$ cat src/dprk4_pkg.sv
// Shared types, constants and fixed-point helpers for the driven pendulum RK4 block.
// Used by the multiplier, the sequencer and the top level; no dependencies.
package dprk4_pkg;

  localparam int MUL_W  = 36;
  localparam int PROD_W = 72;

  typedef logic signed [MUL_W-1:0]  mop_t;
  typedef logic signed [PROD_W-1:0] prod_t;

  // micro operations, one multiply each
  typedef enum logic [4:0] {
    OP_TURN, OP_X, OP_X2,
    OP_S1, OP_S2, OP_S3, OP_S4, OP_S5,
    OP_C1, OP_C2, OP_C3, OP_C4, OP_C5,
    OP_PH, OP_COEF, OP_ACC, OP_KTH, OP_KOM,
    OP_DIVT, OP_DIVO, OP_WRAP1, OP_WRAP2
  } op_t;

  // sequencer to datapath control
  typedef struct packed {
    op_t        op;
    logic       pass;    // 0: angle sine pass, 1: drive phase pass
    logic [1:0] stg;     // runge-kutta stage
    logic       issue;
    logic       wb;
    logic       start;
    logic       commit;
  } ctrl_t;

  // configuration register indexes
  localparam logic [2:0] CFG_TIME_STEP       = 3'd0;
  localparam logic [2:0] CFG_GRAVITY_TERM    = 3'd1;
  localparam logic [2:0] CFG_DRIVE_TERM      = 3'd2;
  localparam logic [2:0] CFG_PHASE_STEP      = 3'd3;
  localparam logic [2:0] CFG_SAMPLE_INTERVAL = 3'd4;

  localparam logic [31:0] RST_TIME_STEP       = 32'd674653;
  localparam logic [31:0] RST_GRAVITY_TERM    = 32'd10276045;
  localparam logic [31:0] RST_DRIVE_TERM      = 32'd335544320;
  localparam logic [31:0] RST_PHASE_STEP      = 32'd4294967;
  localparam logic [15:0] RST_SAMPLE_INTERVAL = 16'd1000;

  // fixed-point constants
  localparam mop_t INV_TWO_PI  = 36'sd683565276;    // 2^32/(2pi)
  localparam mop_t HALF_PI     = 36'sd1686629713;   // pi/2 in Q2.30
  localparam mop_t TWO_PI      = 36'sd105414357;    // 2pi in Q8.24
  localparam mop_t DIV3_RECIP  = 36'sd22906492246;  // ceil(2^36/3)
  localparam mop_t Q30_ONE     = 36'sd1073741824;

  localparam mop_t SIN_K0 = 36'sd2959;
  localparam mop_t SIN_K1 = -36'sd213044;
  localparam mop_t SIN_K2 = 36'sd8947849;
  localparam mop_t SIN_K3 = -36'sd178956971;
  localparam mop_t COS_K0 = -36'sd296;
  localparam mop_t COS_K1 = 36'sd26631;
  localparam mop_t COS_K2 = -36'sd1491308;
  localparam mop_t COS_K3 = 36'sd44739243;
  localparam mop_t COS_K4 = -36'sd536870912;

  localparam prod_t S32_MAX = prod_t'(64'sh7fff_ffff);
  localparam prod_t S32_MIN = prod_t'(-64'sh8000_0000);

  // shift right, round half away from zero
  function automatic prod_t rnd_sh(input prod_t v, input int n);
    prod_t h;
    h = prod_t'(1) <<< (n - 1);
    if (v < 0) h = h - prod_t'(1);
    return (v + h) >>> n;
  endfunction

  function automatic logic signed [31:0] sat32(input prod_t v);
    logic signed [31:0] r;
    if (v > S32_MAX) r = 32'sh7fff_ffff;
    else if (v < S32_MIN) r = 32'sh8000_0000;
    else r = v[31:0];
    return r;
  endfunction

  // clamp to [0, 1.0] in Q2.30
  function automatic logic signed [31:0] clamp_unit(input prod_t v);
    logic signed [31:0] r;
    if (v < 0) r = '0;
    else if (v > prod_t'(Q30_ONE)) r = 32'sh4000_0000;
    else r = v[31:0];
    return r;
  endfunction

endpackage

$ cat src/dprk4_mul.sv
// Shared signed multiplier with registered product.
// Depends on dprk4_pkg for operand and product types.
module dprk4_mul import dprk4_pkg::*; (
  input  logic  clk,
  input  logic  en,
  input  mop_t  a,
  input  mop_t  b,
  output prod_t prod_r
);

  prod_t prod_nxt;

  // full product of two 36-bit operands
  assign prod_nxt = prod_t'(a) * prod_t'(b);

  always_ff @(posedge clk) begin
    if (en) prod_r <= prod_nxt;
  end

endmodule

$ cat config.mk
export PLATFORM = sky130hd
export DESIGN_NAME = dprk4_mul
export DESIGN_NICKNAME = d
export VERILOG_FILES = /design/src/dprk4_pkg.sv /design/src/dprk4_mul.sv
export SDC_FILE = /design/constraint.sdc
export NUM_CORES = 2
export LEC_CHECK = 0
export BUFFER_PORTS_ARGS = -buffer_cell sky130_fd_sc_hd__buf_2
export CORE_MARGIN = 2
export CORE_UTILIZATION = 35
export CTS_BUF_LIST = sky130_fd_sc_hd__clkbuf_16
export DETAILED_ROUTE_END_ITERATION = 6
export SLEW_MARGIN = 20
export SYNTH_ARGS = -nofsm -noshare
export SYNTH_HDL_FRONTEND = slang
export SYNTH_SLANG_ARGS = --single-unit
$ cat constraint.sdc
create_clock -name clk -period 15.9 [get_ports clk]
set_input_delay 1.59 -clock clk [delete_from_list [all_inputs] [get_ports clk]]
set_output_delay 1.59 -clock clk [all_outputs]
set_load 0.01 [all_outputs]
-- Word level (Yosys, flattened, before mapping)
Cells that the tools add are included.
- bits in registers: 72
- bits in latches: 0
- bits in writable memories: 0
- ROM bits: 0
- input bits: 74
- output and inout bits: 72
- logic and storage cells: 2
- memories kept: 0
- $add $sub $neg: 0
- $mul: 1
- divide/modulo/power cells: 0
- magnitude comparators: 0
- equality and inequality tests: 0
- shift-type cells: 0
- mux-type cells: 0
- bitwise operators: 0
- reductions and logical operators: 0
- operator list (operator ; number):
    multiplier 36 x 36 -> 72 bit ; 1

-- Logic depth before layout (Yosys ltp)
- depth in word-level cells: 1
- mapped depth: 30

-- Worst setup path after synthesis
No wires, ideal clock.
- path type: input -> register
- from: input a[35]
- to: register prod_r[70], data pin
- arrival time: 9.089 ns
- data required time: 15.630 ns
- setup slack: 6.542 ns
- cell stages on the path: 22
- path buffers: 3
- path through: clkbuf_1 > clkbuf_1 > nand2_1 > inv_1 > fa_1 > fa_1 > fa_1 > fa_1 > fa_1 > fa_1 > fa_1 > inv_1 > fa_1 > inv_1 > ha_1 > clkbuf_1 > nand4_1 > or3_1 > o31a_1 > o211a_1 > o41ai_2 > xor2_1
- longest elaborated chain between the ends: 1
- ends and longest elaborated chain (element ; line ; RTL):
    start, declared ; dprk4_mul.sv:6 ; input mop_t a,
    multiplier 36 x 36 -> 72 bit ; dprk4_mul.sv:14 ; assign prod_nxt = prod_t'(a) * prod_t'(b);
    net prod_nxt[70] ; dprk4_mul.sv:11 ; prod_t prod_nxt;
    end signal, assigned ; dprk4_mul.sv:17 ; if (en) prod_r <= prod_nxt;
    end, declared ; dprk4_mul.sv:8 ; output prod_t prod_r
The timed path passes the listed nets, and every way through them passes these cells.
A chain may end at the register's enable or synchronous reset.

-- Worst setup path after layout
- from: input b[0]
- to: register prod_r[64], data pin
- longest elaborated chain between the ends: 1
- ends and longest elaborated chain (element ; line ; RTL):
    start, declared ; dprk4_mul.sv:7 ; input mop_t b,
    multiplier 36 x 36 -> 72 bit ; dprk4_mul.sv:14 ;
    net prod_nxt[64] ; dprk4_mul.sv:11 ;
The timed path passes the listed nets, and every way through them passes these cells.

==> reports/metrics.cfg <==
[synthesis]
synth_area_per_cell_um2=9.44
synth.cell_area_mm2=0.0482
synthArstFlopShare_pct=0
synthesis.nets=6773
synth_cell_types=66
synth_edf_count=72
ys_seq_area_share_pct=4.49
synth_warnings=0
syn_inst=5101
synth-seq-cells=72
ys.flop_type=edfxtp_1

[grt]
antenna_found_initial=7
grt_start_max_net_pins=51
grt_use_total_pct=19.8
grt_pass1_vias=37117
overflow=0
grt_first_pass_wirelength_mm=213

[clock_network]
clkTransAtPathRegs_ns=0.06
htree_num_levels=3
cts_max_path_buffers=2
cts-root-buf=clkbuf_16
hold_buffers=0
clock_sinks=72
cts_resized=0
postCtsSetupRepairBufs=0
cts_tree=yes
cts_buffers=9

[place]
dp_hpwl_mm=111
dpl_cell_area_mm2=0.0503
globalplace.congestion=0.879
port_buffers=145
pre_cts_ws_ns=5.46

[die]
std_cell_rows=136
die_x_um=375
start_util_pct=35.2
fp.coreArea_mm2=0.137
pin_count=146
fp.dieH_um=375
die_area_mm2=0.141

[timing]
setup_ws_ns=5.69
final.setup.tns_ns=0
relSlewSlack_pct=31.7
final_max_slew_viol_count=0
max_freq_ghz=0.0979
period_needed_ns=10.21
setup_viol=0
hold_slack_ns=1.61
fin_crit_sh_pct=64.2
rsz0062_at_grt=no
worst_slew_pin_slew_ns=1.02
hold_viol=0

[final_layout]
layout-drive-gt1-share_pct=4.09
largest-register=prod_r
largest_reg_flops=72
final_area_mm2=0.0505
fillCellCount=13844
fin_nets=6674
reg.largest.list=prod_r x72
syn2layout_area_growth_pct=4.94
regArea_mm2=0.00216
multi_input_area_mm2=0.0398

[min_path]
hold_class=input pin to register
hp-start=en

[critical_path]
crit_type=input pin to register
max_stage_delay_ns=0.87
arrival_ns=10.43
path_cells=buf_2 -> nand2_1 -> inv_1 -> fa_1 -> fa_1 -> fa_1 -> inv_1 -> fa_1 -> inv_1 -> fa_1 -> fa_1 -> fa_1 -> inv_1 -> fa_1 -> inv_1 -> ha_1 -> nand4_1 -> or3_1 -> nor2_1 -> nand2_1 -> a211oi_2 -> o21ai_1 -> and4_1 -> a311oi_2
cpMostUsedCell=fa_1
cp_slowest_cell=fa_1
required_ns=16.12
end_kind=register
crit_fanout=36
setup.worst_path.start=b[0]
crit_path_start_kind=input pin

[outcome]
status=finished, final reports clean

[drt]
postRouteAntennaNets=0
vias_per_cell=4.88
drtPass1Iterations=5
drc=0
wl_mm=134
wire_per_inst_um=19.8
first_iter_violations=1809
dr_total_vias=33204

[run]
drv_cap=0

final cells by class:
class                           instances  share of cell area (%)
Tap cell                             1794                    4.44
Clock inverter                          7                  0.0792
Sequential cell                        72                    4.28
Multi-Input combinational cell       3392                    78.8
Timing Repair Buffer                  176                    1.90
Clock buffer                            9                   0.446
Inverter                             1351                    10.0
Antenna cell                            1                 0.00495
layer usage:
layer	vias up	share of wire [%]	global-route usage, %
met5	-	0.0060	0
met2	888	53	35.9
met4	2	4.1	7.24
li1	14226	-	-
met3	250	4.8	2.84
met1	17838	38	23.7
worst max-delay path: cells and delay by family:
kind	cells	cell delay, ns
adders and majority gates	9	5.01
and+or+nand+nor	6	1.50
buffers and inverters	6	1.21
AOI/OAI and AO/OA	3	1.06
layout by cell type (no fill, tap or decap), drive strengths merged, types with 4 or more instances in the layout:
master  count
o21a        5
buf       176
nand4      21
and2      561
a31oi       5
nor3       10
o31ai       4
o21bai     19
a311oi      4
clkbuf      9
and3        5
nand2b     10
edfxtp     72
a211oi      8
a211o       4
o211ai      6
fa       1379
nor2       46
o21ai      46
xnor2      59
nor4        4
nand2     756
inv      1352
xor2       20
nand3      14
a21o       30
a21oi      86
nor2b      31
ha        219
synthesized netlist by cell type (5+ instances only):
cell type / instances / area [um^2]
a31oi_1: 5 / 31.3
o21a_1: 5 / 37.5
nor3_1: 10 / 50.1
ha_1: 219 / 2740
xnor2_1: 59 / 517
nand4_1: 21 / 131
o21ai_0: 40 / 200
a21o_1: 30 / 225
nand2b_1: 10 / 62.6
and2_1: 560 / 3500
and3_1: 5 / 31.3
nor2_1: 46 / 173
a211oi_1: 7 / 52.6
inv_1: 1351 / 5070
xor2_1: 20 / 175
o21bai_1: 19 / 143
nand2_1: 756 / 2840
o211ai_1: 6 / 45.0
edfxtp_1: 72 / 2160
a21oi_1: 86 / 430
fa_1: 1379 / 27600
nor2b_1: 31 / 194
buf_2: 8 / 40.0
clkbuf_1: 274 / 1030
nand3_1: 13 / 65.1
final timing paths:
path,to,slack [ns],cells after the start
worst max-delay path,prod_r[64]$_DFFE_PP_,5.69,24
worst min-delay path,prod_r[14]$_DFFE_PP_,1.61,1
cell families (layout without fill, tap and decap cells):
logic type | count (synthesis) | count (layout) | synth area share (%)
other | 0 | 1 | 0
adders and majority gates | 1598 | 1598 | 63.0
and+or+nand+nor | 1468 | 1468 | 14.9
DFF | 72 | 72 | 4.49
AOI/OAI and AO/OA | 245 | 245 | 3.29
muxes | 2 | 2 | 0.0442
buffers and inverters | 1637 | 1543 | 12.8
xor gates and xnor gates | 79 | 79 | 1.44
metrics by stage:
stage,utilization (%),cells
after floorplan,-,5101
after global placement,36.7,6785
after detailed placement,36.7,6785
after CTS,36.9,6801
after global routing,36.9,6801
final,36.9,6802
Power is not shown: default switching activity piles up to over one toggle a cycle in this logic, so the estimate is an artifact.
