===== src/dprk4_pkg.sv =====
// Shared types, constants and fixed-point helpers for the driven pendulum RK4 block.
// Used by the multiplier, the sequencer and the top level; no dependencies.
package dprk4_pkg;

  localparam int MUL_W  = 36;
  localparam int PROD_W = 72;

  typedef logic signed [MUL_W-1:0]  mop_t;
  typedef logic signed [PROD_W-1:0] prod_t;

  // micro operations, one multiply each
  typedef enum logic [4:0] {
    OP_TURN, OP_X, OP_X2,
    OP_S1, OP_S2, OP_S3, OP_S4, OP_S5,
    OP_C1, OP_C2, OP_C3, OP_C4, OP_C5,
    OP_PH, OP_COEF, OP_ACC, OP_KTH, OP_KOM,
    OP_DIVT, OP_DIVO, OP_WRAP1, OP_WRAP2
  } op_t;

  // sequencer to datapath control
  typedef struct packed {
    op_t        op;
    logic       pass;    // 0: angle sine pass, 1: drive phase pass
    logic [1:0] stg;     // runge-kutta stage
    logic       issue;
    logic       wb;
    logic       start;
    logic       commit;
  } ctrl_t;

  // configuration register indexes
  localparam logic [2:0] CFG_TIME_STEP       = 3'd0;
  localparam logic [2:0] CFG_GRAVITY_TERM    = 3'd1;
  localparam logic [2:0] CFG_DRIVE_TERM      = 3'd2;
  localparam logic [2:0] CFG_PHASE_STEP      = 3'd3;
  localparam logic [2:0] CFG_SAMPLE_INTERVAL = 3'd4;

  localparam logic [31:0] RST_TIME_STEP       = 32'd674653;
  localparam logic [31:0] RST_GRAVITY_TERM    = 32'd10276045;
  localparam logic [31:0] RST_DRIVE_TERM      = 32'd335544320;
  localparam logic [31:0] RST_PHASE_STEP      = 32'd4294967;
  localparam logic [15:0] RST_SAMPLE_INTERVAL = 16'd1000;

  // fixed-point constants
  localparam mop_t INV_TWO_PI  = 36'sd683565276;    // 2^32/(2pi)
  localparam mop_t HALF_PI     = 36'sd1686629713;   // pi/2 in Q2.30
  localparam mop_t TWO_PI      = 36'sd105414357;    // 2pi in Q8.24
  localparam mop_t DIV3_RECIP  = 36'sd22906492246;  // ceil(2^36/3)
  localparam mop_t Q30_ONE     = 36'sd1073741824;

  localparam mop_t SIN_K0 = 36'sd2959;
  localparam mop_t SIN_K1 = -36'sd213044;
  localparam mop_t SIN_K2 = 36'sd8947849;
  localparam mop_t SIN_K3 = -36'sd178956971;
  localparam mop_t COS_K0 = -36'sd296;
  localparam mop_t COS_K1 = 36'sd26631;
  localparam mop_t COS_K2 = -36'sd1491308;
  localparam mop_t COS_K3 = 36'sd44739243;
  localparam mop_t COS_K4 = -36'sd536870912;

  localparam prod_t S32_MAX = prod_t'(64'sh7fff_ffff);
  localparam prod_t S32_MIN = prod_t'(-64'sh8000_0000);

  // shift right, round half away from zero
  function automatic prod_t rnd_sh(input prod_t v, input int n);
    prod_t h;
    h = prod_t'(1) <<< (n - 1);
    if (v < 0) h = h - prod_t'(1);
    return (v + h) >>> n;
  endfunction

  function automatic logic signed [31:0] sat32(input prod_t v);
    logic signed [31:0] r;
    if (v > S32_MAX) r = 32'sh7fff_ffff;
    else if (v < S32_MIN) r = 32'sh8000_0000;
    else r = v[31:0];
    return r;
  endfunction

  // clamp to [0, 1.0] in Q2.30
  function automatic logic signed [31:0] clamp_unit(input prod_t v);
    logic signed [31:0] r;
    if (v < 0) r = '0;
    else if (v > prod_t'(Q30_ONE)) r = 32'sh4000_0000;
    else r = v[31:0];
    return r;
  endfunction

endpackage


===== src/dprk4_seq.sv =====
// Micro-sequencer: steps the shared multiplier through one RK4 step.
// Depends on dprk4_pkg for op codes and the control struct.
module dprk4_seq import dprk4_pkg::*; (
  input  logic  clk,
  input  logic  rst_n,
  input  logic  step_req,
  input  logic  out_busy,
  output logic  ready,
  output ctrl_t ctl
);

  typedef enum logic [3:0] {
    SQ_IDLE  = 4'b0001,
    SQ_ISSUE = 4'b0010,
    SQ_WB    = 4'b0100,
    SQ_DONE  = 4'b1000
  } sq_state_t;

  sq_state_t  state_r, state_nxt;
  op_t        op_r, op_nxt;
  logic       pass_r, pass_nxt;
  logic [1:0] stg_r, stg_nxt;

  // next op and state
  always_comb begin
    state_nxt = state_r;
    op_nxt    = op_r;
    pass_nxt  = pass_r;
    stg_nxt   = stg_r;
    unique case (state_r)
      SQ_IDLE: begin
        if (step_req) begin
          state_nxt = SQ_ISSUE;
          op_nxt    = OP_TURN;
          pass_nxt  = 1'b0;
          stg_nxt   = 2'd0;
        end
      end
      SQ_ISSUE: state_nxt = SQ_WB;
      SQ_WB: begin
        state_nxt = SQ_ISSUE;
        case (op_r)
          OP_C5: begin
            if (pass_r) op_nxt = OP_COEF;
            else op_nxt = OP_PH;
          end
          OP_PH: begin
            op_nxt   = OP_X;
            pass_nxt = 1'b1;
          end
          OP_KOM: begin
            if (stg_r == 2'd3) begin
              op_nxt = OP_DIVT;
            end else begin
              stg_nxt  = stg_r + 2'd1;
              pass_nxt = 1'b0;
              op_nxt   = OP_TURN;
            end
          end
          OP_WRAP2: state_nxt = SQ_DONE;
          default: op_nxt = op_t'(5'(op_r) + 5'd1);
        endcase
      end
      SQ_DONE: begin
        if (!out_busy) state_nxt = SQ_IDLE;
      end
      default: state_nxt = SQ_IDLE;
    endcase
  end

  always_ff @(posedge clk) begin
    if (!rst_n) begin
      state_r <= SQ_IDLE;
      op_r    <= OP_TURN;
      pass_r  <= 1'b0;
      stg_r   <= 2'd0;
    end else begin
      state_r <= state_nxt;
      op_r    <= op_nxt;
      pass_r  <= pass_nxt;
      stg_r   <= stg_nxt;
    end
  end

  // control outputs
  assign ready      = (state_r == SQ_IDLE);
  assign ctl.op     = op_r;
  assign ctl.pass   = pass_r;
  assign ctl.stg    = stg_r;
  assign ctl.issue  = (state_r == SQ_ISSUE);
  assign ctl.wb     = (state_r == SQ_WB);
  assign ctl.start  = (state_r == SQ_IDLE) && step_req;
  assign ctl.commit = (state_r == SQ_DONE) && !out_busy;

endmodule


===== config.mk =====
export PLATFORM = sky130hd
export DESIGN_NAME = dprk4_seq
export DESIGN_NICKNAME = d
export VERILOG_FILES = /design/src/dprk4_pkg.sv /design/src/dprk4_seq.sv
export SDC_FILE = /design/constraint.sdc
export NUM_CORES = 1
export LEC_CHECK = 0
export ABC_AREA = 1
export ABC_CLOCK_PERIOD_IN_PS = 1670
export BUFFER_PORTS_ARGS = -buffer_cell sky130_fd_sc_hd__buf_2
export CAP_MARGIN = 25
export CORE_MARGIN = 2
export CORE_UTILIZATION = 50
export CTS_CLUSTER_SIZE = 14
export DETAILED_ROUTE_END_ITERATION = 8
export GPL_TIMING_DRIVEN = 0
export PLACE_DENSITY = 0.76
export SETUP_SLACK_MARGIN = 0.1
export SLEW_MARGIN = 0
export SYNTH_ARGS = -nofsm -noshare
export SYNTH_HDL_FRONTEND = slang
export SYNTH_SLANG_ARGS = --single-unit

===== constraint.sdc =====
create_clock -name clk -period 1.67 [get_ports clk]
set_clock_uncertainty 0.1 [all_clocks]
set_input_delay 0.0835 -clock clk [delete_from_list [all_inputs] [get_ports clk]]
set_output_delay 0.0835 -clock clk [all_outputs]
set_load 0.1 [all_outputs]

== Word level (Yosys, flattened, before mapping) ==
Cells that the tools add are included.

* Word-level logic and storage cells: 47
* Output and inout port bits: 13
* Bits of input ports: 4
* Bits in registers: 12

* Mux-type cells: 17
* Reductions and logical operators: 8
* $add $sub $neg: 2
* Equality and inequality tests: 16

{| class="wikitable"
|+ Operator list
! kind !! number
|-
| $pmux 5 s4 || 1
|-
| $pmux 4 s4 || 1
|-
| $mux 4 || 3
|-
| $eq 5x4->1 const B || 2
|-
| $eq 5x5->1 const B || 2
|-
| $mux 5 || 2
|-
| $pmux 5 s2 || 1
|-
| $mux 2 || 4
|-
| $ne 2x2->1 const B || 4
|-
| $reduce_and 4->1 || 2
|-
| $add 5x1->5 const B || 1
|-
| $eq 4x1->1 const B || 1
|-
| $eq 4x2->1 const B || 1
|-
| $eq 4x3->1 const B || 1
|-
| $eq 4x4->1 const B || 1
|-
| $pmux 1 s2 || 2
|-
| $pmux 2 s2 || 1
|-
| $ne 3x1->1 const B || 1
|-
| $ne 3x3->1 const B || 1
|-
| $reduce_and 3->1 || 1
|-
| $add 2x1->2 const B || 1
|-
| $eq 2x2->1 const B || 1
|-
| $logic_and 1x1->1 || 2
|-
| $mux 1 || 2
|-
| other kinds (4) || 4
|}

== Depth between registers and ports, before layout ==
* Depth in word-level cells: 4
* Gate-level depth with buffers: 10

== Worst setup path before layout ==
No wires, ideal clock.

* Path kind: flip-flop to flip-flop
* From: register op_r[1]
* To: register op_r[0]
* Buffers on the path: 0
* Period minus slack after synthesis: 2.292 ns
* Stages on the path, launching flop included: 11
* Setup slack: -0.622 ns
* Arrival time: 2.069 ns
* Cells stage by stage: dfxtp_1 > inv_1 > ha_1 > nand2_2 > clkinv_1 > nand2_4 > nand2_2 > nor2_2 > nand2_1 > nand3_1 > a21oi_1

* Word-level cells in the longest chain between the ends: 3
* Elaborated cells between the ends (all ways): 8

{| class="wikitable"
|+ Ends and longest elaborated chain
! element !! RTL line !! text
|-
| start, declared || dprk4_seq.sv:20 || <nowiki>op_t op_r, op_nxt;</nowiki>
|-
| start signal, assigned || dprk4_seq.sv:79 || <nowiki>op_r <= op_nxt;</nowiki>
|-
| $eq 5x5->1 or $eq 5x4->1 (tied branches) || dprk4_seq.sv:42 || <nowiki>case (op_r)</nowiki>
|-
| $pmux 5 s4 or $ne 2x2->1 (tied branches) || -- ||
|-
| $pmux 5 s2 or $reduce_and 3->1 (tied branches) || -- ||
|}

Several ways; a longest one is shown, not always the timed one.
A chain may end at the register's enable or synchronous reset.

==> key figures <==
Outcome
  • Status: completed

Synthesis
  • Post-synthesis mux area share: 0%
  • Post-synthesis register bit count: 12
  • Adder-cell share of the synthesized area: 5.865%
  • Main combinational cell family by area after synthesis: simple AND/OR/NAND/NOR gates
  • Simple-Gate Fraction of Synth Area: 45.45%
  • Synth cell types: 23
  • Compound-Gate Fraction of Synth Area: 7.331%
  • Synthesized area: 853.3 µm²
  • Syn_nets: 133
  • Synth Warn #: 0
  • Mapped Cells: 125
  • Sequential fraction of the synthesis area: 28.15%
  • XOR/XNOR share of the synthesized area: 1.026%
  • Mean Syn Cell Area: 6.827 µm²

STA
  • Final Hold Viols: 0
  • Minimum clock period: 1497 ps
  • Tcrit/Tclk final: 89.66%
  • RSZ-0062 raised after global routing: no
  • Slew @ Worst Pin: 483.4 ps
  • Achievable Freq: 0.6679 GHz
  • Slew HR: 67.99%
  • Post-route setup TNS: 0 ps
  • Slew Limit Fails: 0
  • Setup violations, final: 0

Final layout
  • Synth-to-layout area growth: 29.91%
  • Final net count: 156
  • Antenna cells: 0
  • Layout fillers: 132
  • Core Util, Final: 71.11%
  • Fraction of layout cells with a size suffix above 1: 46.26%

Critical path
  • CP startpoint: state_r[1]
  • Worst R2R Start: op_r[1]
  • Crit path DAT: 1310 ps
  • Setup CP Type: flip-flop to output pin
  • CP Capture Type: output pin
  • Crit path buf inv count: 2
  • CP Max Fanout: 7
  • Startpoint Class: flip-flop
  • Cell family contributing the most delay on the critical path: buffers and inverters
  • CP max stage cell: dfxtp_2
  • Crit-path max cell delay: 340 ps
  • Critical path required time: 1490 ps
  • Crit-path cells: nor2_4 -> nand3_4 -> clkinv_2 -> buf_4

Detailed routing
  • DRT antenna net count: 0
  • Routed WL per cell: 11.19 µm
  • Wirelength, routed: 1824 µm
  • DRC Markers: 0
  • Detailed Route Iter0 Violations: 19
  • Via count: 820
  • Initial DRT Pass Iterations: 4
  • Via density: 5.031

Clock tree
  • Insertion delay to the later sink of the worst-skew pair: 290 ps
  • CTS Root Cell: clkbuf_4
  • Inserted Clock Buffers: 3
  • Clock Sink Count: 12
  • Deepest clock path buffer count: 2
  • CTS clk-pin slew, worst paths: 80 ps
  • CTS tree: done
  • H-tree levels: 1

Global routing
  • Vias in the first global route: 742
  • GR Overflow Total: 0
  • Total track usage: 21.62%
  • Largest net degree at the start of global routing: 9
  • Initial antenna violation count: 0
  • First-pass GRT wire length: 3167 µm

Power
  • VDD IR max: 486.9 µV
  • PwrDens: 675.2 nW/µm²
  • Leak: 0.5299 nW

Place
  • DP Wirelength: 1430 µm
  • Routability congestion estimate from global placement: 0.8826
  • Input/output buffers: 16

Floorplanning
  • # IOs: 17
  • Rows: 14
  • Core area: 1559 µm²
  • Area of the die: 2053 µm²
  • Die Span X: 45.31 µm
  • Initial core utilization: 54.74%
  • Die Ht: 45.31 µm

Hold path
  • Hold Crit Class: input pin to flip-flop
  • Hold_sp: out_busy

Run
  • Total of max-cap violations: 0
## cell usage after synthesis
library cell	count	area, µm²
nand2_1	29	108.9
inv_1	17	63.81
nand3_1	14	70.07
dfxtp_1	12	240.2
nor2_1	10	37.54
a21oi_1	9	45.04
nand2_2	6	37.54
ha_1	4	50.05
nand2_4	3	33.78
nand4_1	3	18.77
nor2_2	3	18.77
nor2_4	3	33.78
o21ai_2	2	17.52
and2_1	1	6.260
buf_4	1	7.510
buf_6	1	11.26
clkinv_1	1	3.750
clkinv_2	1	5.000
clkinv_4	1	8.760
inv_2	1	3.750
nand3_4	1	17.52
nor3_1	1	5.000
xnor2_1	1	8.760
## per-layer routing
metal / track usage, % / vias up / routed length, µm
met1: 28.50 / 363 / 851
met5: 0 / - / 0
met2: 34.00 / 14 / 881
met3: 4.800 / 5 / 60
met4: 8.824 / 0 / 30
li1: - / 438 / -
## cell families after synthesis
logic type / Yosys count
AO/OA/AOI/OAI: 11
XOR/XNOR: 1
adder cells (fa/ha/maj): 4
buffers and inverters: 23
flip-flops: 12
AND/OR/NAND/NOR: 74
## layout make-up
class / instances / area (µm²) / area share, %
Buffer: 2 / 18.77 / 1.693
Clock buffer: 3 / 22.52 / 2.032
Clock inverter: 1 / 3.754 / 0.3386
Inverter: 21 / 96.34 / 8.691
Multi-Input combinational cell: 90 / 568.0 / 51.24
Sequential cell: 12 / 265.3 / 23.93
Tap cell: 16 / 20.02 / 1.806
Timing Repair Buffer: 18 / 113.9 / 10.27
## cell usage in the layout (no fill, tap or decap), types with 6 or more instances in the layout
| master | instances |
|---|---|
| a21oi_1 | 8 |
| buf_2 | 11 |
| inv_1 | 12 |
| nand2_1 | 28 |
| nand3_1 | 13 |
| nor2_1 | 6 |
## worst reg2reg max path, cell delays in order, from the launching register on
cell,delay [ps]
dfxtp_4,400
inv_4,50
ha_4,160
nand2_4,80
clkinv_2,70
nand2_4,100
nand2_4,80
nor2_4,120
nand3_1,80
nand2_1,70
a21oi_2,40
## registers in the layout (all words and copies together), names as in the netlist
register,flops
op_r,5
pass_r,1
stg_r,2
state_r,4
## what timing repair did
action,in CTS,in global routing
pin swaps,0,4
endpoints found under the hold margin,4,0
gates resized for setup,4,8
endpoints found under the setup margin,4,6
hold buffers,1,0
setup buffers,0,1
## stage by stage
step           cell area (µm²)  std cells  power (mW)  setup WS, ps  hold slack [ps]
4_1_cts                   1074        162      0.7474         123.0            39.72
2_1_floorplan            927.1        125      0.5126         87.41            67.63
3_5_place_dp              1027        157      0.5487         204.3            226.4
5_1_grt                   1109        163      0.7813         97.84            63.10
3_3_place_gp              1027        157      0.5418         229.8            223.8
6_report                  1109        163      0.7485         172.8            45.69
## report_power, final
part	switching [mW]	internal (mW)
combinational	0.187	0.0564
sequential	0.0136	0.294
clock	0.110	0.0869
total	0.311	0.438
## worst paths after layout
check / end / slack (ps) / cells after the start
setup reg to reg: op_r[3] / 220 / 10
hold reg to reg: pass_r / 410 / 2
setup / recovery: ctl[2] / 170 / 4
hold / removal: state_r[3] / 50 / 3
Power figures use the tool's default switching activity.
